--- src/utcep_pkg.sv ---
// Package for the timestamp-to-epoch-seconds block: widths, status codes,
// character and position constants, and the cumulative month-day table.
// No dependencies.
package utcep_pkg;

  localparam int CharW  = 8;
  localparam int PosW   = 5;
  localparam int YearW  = 14;
  localparam int FieldW = 7;
  localparam int DaysW  = 22;
  localparam int SecsW  = 38;

  typedef enum logic [1:0] {
    ST_OK        = 2'd0,
    ST_MALFORMED = 2'd1,
    ST_RANGE     = 2'd2
  } status_t;

  typedef logic [CharW-1:0]  char_t;
  typedef logic [PosW-1:0]   pos_t;
  typedef logic [YearW-1:0]  year_t;
  typedef logic [FieldW-1:0] field_t;
  typedef logic [DaysW-1:0]  days_t;
  typedef logic [SecsW-1:0]  secs_t;

  localparam char_t CH_ZERO  = 8'h30;
  localparam char_t CH_NINE  = 8'h39;
  localparam char_t CH_DASH  = 8'h2D;
  localparam char_t CH_COLON = 8'h3A;
  localparam char_t CH_T     = 8'h54;
  localparam char_t CH_Z     = 8'h5A;

  localparam pos_t POS_YEAR_DASH  = 5'd4;
  localparam pos_t POS_YEAR_CALC  = 5'd5;
  localparam pos_t POS_MONTH_DASH = 5'd7;
  localparam pos_t POS_T          = 5'd10;
  localparam pos_t POS_DAY_MUL    = 5'd11;
  localparam pos_t POS_HOUR_COLON = 5'd13;
  localparam pos_t POS_MIN_COLON  = 5'd16;
  localparam pos_t POS_Z          = 5'd19;
  localparam pos_t POS_LEN        = 5'd20;
  localparam pos_t POS_MAX        = 5'd31;

  localparam int EPOCH_YEAR     = 1970;
  localparam int LEAPS_TO_EPOCH = 477;
  localparam int DAYS_PER_YEAR  = 365;
  localparam int SECS_PER_DAY   = 86400;
  localparam int SECS_PER_HOUR  = 3600;
  localparam int SECS_PER_MIN   = 60;
  localparam int DIV100_MUL     = 5243;
  localparam int DIV100_SHIFT   = 19;

  function automatic logic [8:0] days_before_month(input logic [3:0] month_index);
    logic [8:0] days;
    case (month_index)
      4'd0:    days = 9'd0;
      4'd1:    days = 9'd31;
      4'd2:    days = 9'd59;
      4'd3:    days = 9'd90;
      4'd4:    days = 9'd120;
      4'd5:    days = 9'd151;
      4'd6:    days = 9'd181;
      4'd7:    days = 9'd212;
      4'd8:    days = 9'd243;
      4'd9:    days = 9'd273;
      4'd10:   days = 9'd304;
      4'd11:   days = 9'd334;
      default: days = 9'd0;
    endcase
    return days;
  endfunction

endpackage

--- src/utcep_ifs.sv ---
// Valid/ready channel interfaces for the character input and the result output.
// Depends on utcep_pkg.
interface utcep_char_if;
  logic                  valid;
  logic                  ready;
  logic [utcep_pkg::CharW-1:0] char_code;
  logic                  last_char;

  modport source (output valid, output char_code, output last_char, input ready);
  modport sink   (input valid, input char_code, input last_char, output ready);
endinterface

interface utcep_result_if;
  logic                        valid;
  logic                        ready;
  utcep_pkg::status_t          status;
  logic [utcep_pkg::SecsW-1:0] epoch_seconds;

  modport source (output valid, output status, output epoch_seconds, input ready);
  modport sink   (input valid, input status, input epoch_seconds, output ready);
endinterface

--- src/utc_timestamp_to_epoch_seconds.sv ---
// Timestamp parser: checks YYYY-MM-DDTHH:MM:SSZ and converts it to epoch seconds.
// Depends on utcep_pkg and the channel interfaces in utcep_ifs.sv.
//
// Usage: the chars channel carries one character word per cycle, with
// last_char set on the final character of a string. Each word is checked
// and folded into the field accumulators as it is taken. Only the last
// character of a string gives a word on the result channel: a status
// (ok, malformed, out of range) and, when ok, the seconds since the epoch.
// The result is registered and is valid in the cycle after the last
// character is taken; one character is taken every cycle while chars.ready
// is high, so the throughput is one character per cycle. The day count and
// seconds total are built up in steps at fixed character positions while the
// string streams in, so the final cycle holds only the range check and one add.
// The result sits in an output register; while a result word waits on a
// stalled receiver, chars.ready is low and no character is taken until the
// waiting word has gone.
// Reset clears the position count, the error flag, the field accumulators and
// the result valid flag; the block is ready in the first cycle after reset.
module utc_timestamp_to_epoch_seconds (
  input logic            clk,
  input logic            rst,
  utcep_char_if.sink     chars,
  utcep_result_if.source result
);
  import utcep_pkg::*;

  pos_t   pos;
  logic   format_bad;
  year_t  year_acc;
  field_t month_acc;
  field_t day_acc;
  field_t hour_acc;
  field_t minute_acc;
  field_t second_acc;

  logic [11:0] quot4;
  logic [7:0]  quot100;
  logic        leap;
  days_t       days;
  secs_t       secs;

  logic        accept_in;
  logic        finish;
  logic        is_digit;
  logic        char_bad;
  logic [3:0]  digit;
  year_t       year_m1;
  logic [26:0] div100_prod;
  year_t       rem100;
  year_t       rem400;
  logic [5:0]  quot400;
  days_t       year_days;
  year_t       year_off;
  logic        range_bad;
  status_t     status_next;
  secs_t       epoch_next;

  function automatic field_t acc_field(input field_t acc, input logic [3:0] d);
    return FieldW'(acc * 7'd10 + FieldW'(d));
  endfunction

  // A string may finish only when the result register is free or emptying.
  assign chars.ready = !result.valid || result.ready;
  assign accept_in   = chars.valid && chars.ready;
  assign finish      = accept_in && chars.last_char;

  assign is_digit = (chars.char_code >= CH_ZERO) && (chars.char_code <= CH_NINE);
  assign digit    = 4'(chars.char_code - CH_ZERO);

  always_comb begin
    char_bad = 1'b0;
    if (pos >= POS_LEN) begin
      char_bad = 1'b1;
    end else if (pos == POS_YEAR_DASH || pos == POS_MONTH_DASH) begin
      char_bad = (chars.char_code != CH_DASH);
    end else if (pos == POS_T) begin
      char_bad = (chars.char_code != CH_T);
    end else if (pos == POS_HOUR_COLON || pos == POS_MIN_COLON) begin
      char_bad = (chars.char_code != CH_COLON);
    end else if (pos == POS_Z) begin
      char_bad = (chars.char_code != CH_Z);
    end else begin
      char_bad = !is_digit;
    end
  end

  always_ff @(posedge clk) begin
    if (rst) begin
      pos        <= '0;
      format_bad <= 1'b0;
      year_acc   <= '0;
      month_acc  <= '0;
      day_acc    <= '0;
      hour_acc   <= '0;
      minute_acc <= '0;
      second_acc <= '0;
    end else if (finish) begin
      pos        <= '0;
      format_bad <= 1'b0;
      year_acc   <= '0;
      month_acc  <= '0;
      day_acc    <= '0;
      hour_acc   <= '0;
      minute_acc <= '0;
      second_acc <= '0;
    end else if (accept_in) begin
      if (pos != POS_MAX) begin
        pos <= pos + 5'd1;
      end
      if (char_bad) begin
        format_bad <= 1'b1;
      end else if (is_digit) begin
        if (pos < POS_YEAR_DASH) begin
          year_acc <= YearW'(year_acc * 14'd10 + YearW'(digit));
        end else if (pos < POS_MONTH_DASH) begin
          month_acc <= acc_field(month_acc, digit);
        end else if (pos < POS_T) begin
          day_acc <= acc_field(day_acc, digit);
        end else if (pos < POS_HOUR_COLON) begin
          hour_acc <= acc_field(hour_acc, digit);
        end else if (pos < POS_MIN_COLON) begin
          minute_acc <= acc_field(minute_acc, digit);
        end else if (pos < POS_Z) begin
          second_acc <= acc_field(second_acc, digit);
        end
      end
    end
  end

  // Leap years in 1..year-1 come from the quotients by 4, 100 and 400.
  always_comb begin
    year_m1     = year_acc - 14'd1;
    div100_prod = 27'(year_m1 * 13'(DIV100_MUL));
    quot400     = quot100[7:2];
    rem100      = YearW'(year_m1 - YearW'(quot100 * 7'd100));
    rem400      = YearW'(year_m1 - YearW'(quot400 * 9'd400));
    year_off    = YearW'(year_acc - YearW'(EPOCH_YEAR));
    year_days   = DaysW'(year_off * 9'(DAYS_PER_YEAR)) + DaysW'(quot4)
                - DaysW'(quot100) + DaysW'(quot400) - DaysW'(LEAPS_TO_EPOCH);
  end

  always_ff @(posedge clk) begin
    if (accept_in) begin
      case (pos)
        POS_YEAR_DASH: begin
          quot4   <= year_m1[13:2];
          quot100 <= div100_prod[26:DIV100_SHIFT];
        end
        POS_YEAR_CALC: begin
          leap <= (year_acc[1:0] == 2'd0) && ((rem100 != 14'd99) || (rem400 == 14'd399));
          days <= year_days;
        end
        POS_MONTH_DASH: begin
          days <= days + DaysW'(days_before_month(4'(month_acc - 7'd1)))
                + DaysW'((month_acc > 7'd2) && leap);
        end
        POS_T: begin
          days <= days + DaysW'(day_acc) - DaysW'(1);
        end
        POS_DAY_MUL: begin
          secs <= SecsW'(days) * SecsW'(SECS_PER_DAY);
        end
        POS_HOUR_COLON: begin
          secs <= secs + SecsW'(hour_acc * 12'(SECS_PER_HOUR));
        end
        POS_MIN_COLON: begin
          secs <= secs + SecsW'(minute_acc * 6'(SECS_PER_MIN));
        end
        default: begin
        end
      endcase
    end
  end

  always_comb begin
    range_bad = (year_acc < YearW'(EPOCH_YEAR)) || (month_acc < 7'd1) || (month_acc > 7'd12)
             || (day_acc < 7'd1) || (day_acc > 7'd31) || (hour_acc > 7'd23)
             || (minute_acc > 7'd59) || (second_acc > 7'd60);
    epoch_next = '0;
    if (format_bad || char_bad || pos != POS_Z) begin
      status_next = ST_MALFORMED;
    end else if (range_bad) begin
      status_next = ST_RANGE;
    end else begin
      status_next = ST_OK;
      epoch_next  = secs + SecsW'(second_acc);
    end
  end

  always_ff @(posedge clk) begin
    if (rst) begin
      result.valid <= 1'b0;
    end else if (finish) begin
      result.valid <= 1'b1;
    end else if (result.ready) begin
      result.valid <= 1'b0;
    end
  end

  always_ff @(posedge clk) begin
    if (finish) begin
      result.status        <= status_next;
      result.epoch_seconds <= epoch_next;
    end
  end

endmodule

--- src/flat_wrapper.sv ---
// flat-port wrapper written by rule: the top's interface ports become plain ports
module utc_timestamp_to_epoch_seconds_flat import utcep_pkg::*;
  (clk, rst, chars_valid, chars_char_code, chars_last_char, chars_ready, result_valid, result_status, result_epoch_seconds, result_ready);
  utcep_char_if chars_i ();
  utcep_result_if result_i ();
  input logic clk;
  input logic rst;
  input wire logic [$bits(chars_i.valid)-1:0] chars_valid;
  input wire logic [$bits(chars_i.char_code)-1:0] chars_char_code;
  input wire logic [$bits(chars_i.last_char)-1:0] chars_last_char;
  output wire logic [$bits(chars_i.ready)-1:0] chars_ready;
  output wire logic [$bits(result_i.valid)-1:0] result_valid;
  output wire logic [$bits(result_i.status)-1:0] result_status;
  output wire logic [$bits(result_i.epoch_seconds)-1:0] result_epoch_seconds;
  input wire logic [$bits(result_i.ready)-1:0] result_ready;
  assign chars_i.valid = chars_valid;
  assign chars_i.char_code = chars_char_code;
  assign chars_i.last_char = chars_last_char;
  assign chars_ready = chars_i.ready;
  assign result_valid = result_i.valid;
  assign result_status = result_i.status;
  assign result_epoch_seconds = result_i.epoch_seconds;
  assign result_i.ready = result_ready;
  utc_timestamp_to_epoch_seconds u_core (.clk(clk), .rst(rst), .chars(chars_i), .result(result_i));
endmodule
--- config.mk ---
export PLATFORM = sky130hd
export DESIGN_NAME = utc_timestamp_to_epoch_seconds_flat
export DESIGN_NICKNAME = d
export VERILOG_FILES = /design/src/utcep_pkg.sv /design/src/utcep_ifs.sv /design/src/utc_timestamp_to_epoch_seconds.sv /design/src/flat_wrapper.sv
export SDC_FILE = /design/constraint.sdc
export NUM_CORES = 1
export LEC_CHECK = 0
export BUFFER_PORTS_ARGS = -buffer_cell sky130_fd_sc_hd__buf_2
export CORE_ASPECT_RATIO = 0.7
export CORE_MARGIN = 4
export CORE_UTILIZATION = 70
export DETAILED_ROUTE_END_ITERATION = 8
export GPL_TIMING_DRIVEN = 0
export PLACE_DENSITY = 0.95
export SLEW_MARGIN = 20
export SYNTH_ARGS = -nofsm -noshare
export SYNTH_HDL_FRONTEND = slang
export SYNTH_SLANG_ARGS = --single-unit
--- constraint.sdc ---
create_clock -name clk -period 18.42 [get_ports clk]
set_clock_uncertainty 0.1 [all_clocks]
set_input_delay 5.526 -clock clk [delete_from_list [all_inputs] [get_ports clk]]
set_output_delay 5.526 -clock clk [all_outputs]
set_load 0.01 [all_outputs]
# Word-level counts from Yosys, hierarchy flattened
# Memories as Yosys holds them, arrays and structs flattened.
# Cells that the tools add are included.
# Widths: inputs -> output; s select.
# totals
in_bits	13
rom_bits	144
n_memories	1
output_inout_bits	42
reg_bits	177
word_cells	144
# memory_table
memory	depth	word_bits	read_ports	rd_clocked_by_memory_dff	wr	line	source
(name not given)	16	9	1	0	0	utcep_pkg.sv:55	case (month_index)
# classes
muxes	12
order_cmp	18
reduce_logical	38
bitwise_logic	6
eq_ne	16
addsub	24
mul	13
# ops
cell	n
$pmux 38 s3	1
$pmux 22 s3	1
$add 38x13->38	1
$add 38x19->38	1
$add 38x7->38	1
$add 7x4->7	5
$mul 7x3->6 const B	5
$mul 22x10->31 const B	1
$sub 14x14->14	2
$mul 14x13->27 const B	1
$add 22x1->22	1
$add 22x12->22	1
$add 22x6->22	1
$add 22x7->22	1
$add 22x9->22	1
$mul 14x9->22 const B	1
$sub 22x1->22 const B	1
$sub 22x8->22	1
$sub 22x9->22 const B	1
$mux 9	2
$ne 8x6->1 const B	2
$ne 8x7->1 const B	2
$eq 5x3->1 const B	3
$eq 5x4->1 const B	3
43 further kinds	87

# Longest topological paths before layout
# Gate-level depths: netlist of run 1.
# depth
depth_word	11
ltp_mapped	27
ltp_nobuf	27

# Worst setup path after synthesis of run 1
# No wires, ideal clock.
# synth_path
path_kind	input port to output port
from	in result_ready
to	out chars_ready
arrival_ns	5.717
path_stages	1
setup_slack_ns	7.077
path_buffers	0
path_cell_list	nand2b_1
# synth_between
elab_chain_cells	1
# synth_lines
item	line	source
start, declared	flat_wrapper.sv:15	input wire logic [$bits(result_i.ready)-1:0] result_ready;
$logic_or 1x1->1	utc_timestamp_to_epoch_seconds.sv:63	assign chars.ready = !result.valid || result.ready;
end, declared	flat_wrapper.sv:11	output wire logic [$bits(chars_i.ready)-1:0] chars_ready;
# Every way passes these cells.

# Final worst setup path of run 1
# Ends and elaborated chain as after synthesis.

==> results.md, run 1 <==
- Total power: 1.68 mW
- Top FF cell, synth: edfxtp_1
- Cell mode on critical path: buf_2
- Worst setup EP type: primary output
- Pin count of the biggest net entering global routing: 41
- Family of cells with the greatest summed delay on the critical path: buffers and inverters
- Root buffer cell: clkbuf_16
- Crit-path max FO: 4
- EDFF count, synth: 119
- Cells along the critical path: buf_2, nand2b_1, buf_2
- Worst EP required: 12.79 ns
- # fillers: 2553
- I/O pin count: 55
- Post-CTS Hold Fix Bufs: 0
- Global-route usage over all layers: 35.1%
- Outcome: completed
- Setup_tns: 0 ns
- Num CTS Buffers: 17
- Layout area overhead: 5.72%
- Total congestion overflow: 0
- WL final: 75300 um
- Slew @ Worst Pin: 1.16 ns
- Post-CTS Setup Repair Bufs: 0
- Core ar.: 0.0396 mm2
- Setup-failing EPs final: 0
- Clk sinks: 175
- # DRC: 0
- Top cell type's share of synthesized area: 23.9%
- Slowest CP cell: nand2b_1
- Routability congestion estimate: 0.980
- Max Cap Viol: 0
- Register bit total from synthesis: 175
- Number of global-route vias before repair: 24.0k
- Starting DRT DRC Count: 2627
- Post-CTS sizing: 0
- Area post-placement: 0.0290 mm2
- Period utilization: 62.9%
- Hold/Removal Path Class: reg2reg
- Antenna Nets Post-Route: 0
- Top-count cell post-synth: inv_1
- First-pass GRT wire length: 122000 um
- Syn Std Cell Area: 0.0281 mm2
- Pre-antenna DRT Iters: 8
- Final net count: 3944
- Routed vias/inst: 6.33
- Share of cells above drive strength 1: 4.29%
- Avg Inst Size Synth: 9.03 um2
- Max-slew violations: 0
- CTS H-tree lvls: 4
- Vias: 23.6k
- CP bufs+invs: 2
- Synth area leaders: ha_1 24%, fa_1 15%, edfxtp_1 13%
- Leak: 14.6 nW
- Max Freq: 86.3 MHz
- Cell Pwr Density: 56.6 mW/mm2
- Fin crit period: 11.59 ns
- Avg WL per Cell: 20.2 um
- # port buffers: 53
- Die width: 247 um
- Class of the most critical setup path: in2out
- Worst slew margin: 22.5%
- Hold violation count in the final report: 0
- Placed insts: 3696
- HPWL Detailed: 61000 um
- Initial core utilization: 70.8%
- Clock Tree Buf Depth: 2
- CTS clk-pin slew, worst paths: 0.09 ns
- Async SR Flop Fraction: 0%
- Synth unique cells: 94
- Yosys top cell by area: ha_1
- Initial antenna violation count: 0
- Syn Nets: 3871
- RSZ-0062 raised after global routing: no
- Worst VDD drop: 89.6 uV
- Yosys Warn Count: 0
- CP startpoint kind: primary input
- TritonCTS clock tree: done
- Syn Inst Count: 3107
- Commonest cells in the netlist: 598 x inv_1, 535 x ha_1, 216 x fa_1
- Final design utilization: 74.9%
- Seq/Total Area, Yosys: 16.7%
- Worst skew pair latency: 0.48 ns
- Critical Path Max Stage Delay: 0.18 ns
- Worst EP arrival: 5.96 ns
- Die area: 0.0434 mm2
- Die H: 176 um
- Number of antenna cells inserted: 0
- Rows: 61
- Finished Layout Cells: 3728
- Final Cell Area: 0.0297 mm2
[stage by stage]
step,setup slack (ns),hold slack [ns]
final,6.83,0.394
after floorplan,7.08,0.341
after CTS,6.83,0.395
after detailed placement,6.83,0.372
after global routing,6.81,0.439
after global placement,6.86,0.360
[logic make-up (layout without fill, tap and decap cells)]
logic type | Yosys count | in the layout | share of synthesized area, %
XOR/XNOR | 281 | 281 | 8.91
AO/OA/AOI/OAI | 607 | 607 | 14.1
adder cells (fa/ha/maj) | 755 | 755 | 39.4
multiplexers | 33 | 33 | 1.18
AND/OR/NAND/NOR | 585 | 585 | 10.6
buffers and inverters | 671 | 757 | 9.03
flip-flops | 175 | 175 | 16.7
[tightest hold or removal path: stages (launching register included)]
cell and delay [ns]:
dfxtp_1 0.34, nor2_1 0.05, nor2_1 0.07
[sequential cells by signal, indices dropped and copies added, names as in the netlist, 8 cells and up]
register	flops
u_core.days	22
u_core.quot100	8
u_core.quot4	12
u_core.result.epoch_seconds	38
u_core.secs	36
u_core.year_acc	14
[final cells by class]
| cell class | instances | area, um2 | area share (%) |
|---|---|---|---|
| clock inverter | 15 | 203 | 0.683 |
| clock buffer | 17 | 425 | 1.43 |
| timing repair buffer | 54 | 285 | 0.962 |
| buffer | 71 | 280 | 0.945 |
| inverter | 600 | 2250 | 7.59 |
| multi-input combinational | 2261 | 20900 | 70.3 |
| tap | 535 | 669 | 2.26 |
| sequential | 175 | 4690 | 15.8 |
[routing by layer]
metal / up-vias / part of all wire [%] / global-route usage (%)
li1: 10694 / - / -
met1: 11295 / 40 / 47.5
met2: 1327 / 44 / 54.4
met3: 264 / 13 / 10.2
met4: 2 / 3.4 / 11.7
met5: - / 0.060 / 0.792
[cells in the final DEF (no fill, tap or decap), drive strengths merged, types with 22 or more instances in the layout]
master and n:
nand3 39, nor2 162, nand2 133, nor3 35, and3 26, nand2b 26, nand4 22, nor2b 28
a31oi 25, a21o 64, o21a 23, o21ai 134, ha 535, a211oi 27, dfxtp 56, clkbuf 71
xor2 95, buf 71, a21oi 164, edfxtp 119, fa 216, xnor2 185, inv 610, mux2i 32
[final timing paths]
check | start | end | slack (ns) | cells after the start
max reg2reg | u_core.year_acc[1] | u_core.quot100[7] | 9.68 | 23
min | u_core.format_bad | u_core.format_bad | 0.39 | 2
min reg2reg | u_core.format_bad | u_core.format_bad | 0.39 | 2
max | result_ready | chars_ready | 6.83 | 3
[report_power, final]
group          internal [mW]  switching (mW)
Combinational          0.342           0.474
Clock                  0.200           0.210
Sequential             0.449         0.00213
(Power assumes the default switching activity.)
==> run 2: changes to the inputs <==
- CORE_UTILIZATION: 70 -> 66
- PLACE_DENSITY: 0.95 -> 0.9
- clock period: 18.42 -> 11.52 ns (I/O delays scaled with it)
==> run 2 against run 1 <==
Effect of this change:
- wire length decreased by 0.94%
- non-clock buffer count did not move
- global-route usage is 2.7 points lower
- register-to-register slack lost 6.8 ns
- critical path type is now reg2reg
==> results.md, run 2 (synthesis results as in run 1) <==
- Global-route usage over all layers: 32.4%
- Number of global-route vias before repair: 23.6k
- Setup-failing EPs final: 0
- Family of cells with the greatest summed delay on the critical path: adder cells
- # port buffers: 53
- Leading cell type in the layout, fill and taps excluded: inv_1
- First-pass GRT wire length: 121000 um
- Pre-antenna DRT Iters: 9
- Worst skew pair latency: 0.48 ns
- Leak: 14.6 nW
- Cell Pwr Density: 89.5 mW/mm2
- Placed insts: 3705
- RSZ-0062 raised after global routing: no
- Num CTS Buffers: 17
- Top flop regs: u_core.result.epoch_seconds: 38 flops, u_core.secs: 36 flops, u_core.days: 22 flops
- Fin crit period: 8.67 ns
- Total power: 2.65 mW
- Root buffer cell: clkbuf_16
- Worst setup EP type: flip-flop
- Number of antenna cells inserted: 0
- Initial core utilization: 67.6%
- Crit-path max FO: 12
- Worst VDD drop: 109 uV
- Avg WL per Cell: 20.0 um
- Post-CTS Setup Repair Bufs: 0
- Hold/Removal Path Class: reg2reg
- Max reg flops: 38
- Post-CTS sizing: 0
- Slowest CP cell: xor2_1
- Die area: 0.0459 mm2
- CTS H-tree lvls: 4
- Die H: 181 um
- Most frequent cells in the layout: 597 x inv_1, 535 x ha_1, 216 x fa_1
- Hold Crit Start: u_core.format_bad
- Finished Layout Cells: 3737
- Worst EP arrival: 8.79 ns
- HPWL Detailed: 60800 um
- Share of cells above drive strength 1: 4.32%
- Worst Setup SP: u_core.year_acc[0]
- Worst EP required: 11.64 ns
- Routability congestion estimate: 0.969
- Starting DRT DRC Count: 2414
- TritonCTS clock tree: done
- Cells along the critical path: inv_1, ha_1, nor3b_1, nand2_1, or3_1, xor2_1, inv_1, ha_1, fa_1, fa_1, fa_1, inv_1, fa_1, inv_1, ha_1, a21o_1, a21oi_1, o21ai_0, a31o_2, a41oi_1, o21ai_0, a311o_1, a21oi_1, xnor2_1
- Max Cap Viol: 0
- Reg with most FFs: u_core.result.epoch_seconds
- # DRC: 0
- Routed vias/inst: 6.27
- Period utilization: 75.3%
- Clk sinks: 175
- Max-slew violations: 0
- Max Freq: 115 MHz
- Slew @ Worst Pin: 1.26 ns
- Critical Path Max Stage Delay: 0.63 ns
- Core ar.: 0.0415 mm2
- Outcome: completed
- Vias: 23.4k
- Die width: 254 um
- FF-to-FF Start: u_core.year_acc[0]
- Setup_tns: 0 ns
- Hold slack: 0.386 ns
- CP bufs+invs: 4
- Rows: 62
- CP startpoint kind: flip-flop
- Worst slew margin: 14.9%
- Total congestion overflow: 0
- Antenna Nets Post-Route: 0
- Layout area overhead: 5.69%
- Final design utilization: 71.5%
- Initial antenna violation count: 1
- Final net count: 3944
- Pin count of the biggest net entering global routing: 41
- Hold violation count in the final report: 0
- Class of the most critical setup path: reg2reg
- I/O pin count: 55
- CTS clk-pin slew, worst paths: 0.09 ns
- WL final: 74600 um
- Post-CTS Hold Fix Bufs: 0
- Clock Tree Buf Depth: 2
[run 2: where the power goes]
group	total, mW	switching, mW	internal, mW	leakage, nW
Sequential	0.722	0.00345	0.718	1.49
Combinational	1.30	0.746	0.554	12.8
Clock	0.632	0.335	0.297	0.292
Total	2.65	1.08	1.57	14.6
[run 2: path summary, 6_finish.rpt]
path | end | slack, ns | cells after the start
max | u_core.quot100[7] | 2.85 | 24
min | u_core.format_bad | 0.39 | 2
max reg2reg | u_core.quot100[7] | 2.85 | 24
min reg2reg | u_core.format_bad | 0.39 | 2
[run 2: per-layer routing]
metal  global-route usage (%)  vias to the layer above  wire length (um)
li1                         -                    10690                 -
met1                     45.2                    11330             31200
met2                     49.4                     1225             32600
met3                     8.95                      197              8740
met4                     9.82                        2              2100
met5                        0                        -                13
[run 2: area by class of cell]
class | count | area, um2
Multi-Input combinational cell | 2261 | 20900
Sequential cell | 175 | 4690
Timing Repair Buffer | 54 | 285
Fill cell | 2951 | 11800
Clock buffer | 17 | 425
Buffer | 71 | 280
Clock inverter | 15 | 183
Inverter | 600 | 2250
Tap cell | 544 | 681
[run 2: through the flow]
stage	area, um2	setup slack, ns
final	29700	2.85
after global routing	29700	2.50
after CTS	29600	3.09
after detailed placement	29000	3.15
after global placement	29000	3.11
after floorplan	28100	4.32
[run 2: tightest hold or removal path, stage by stage, from the launching register on]
cell and delay, ns:
dfxtp_1 0.34, nor2_1 0.05, nor2_1 0.07
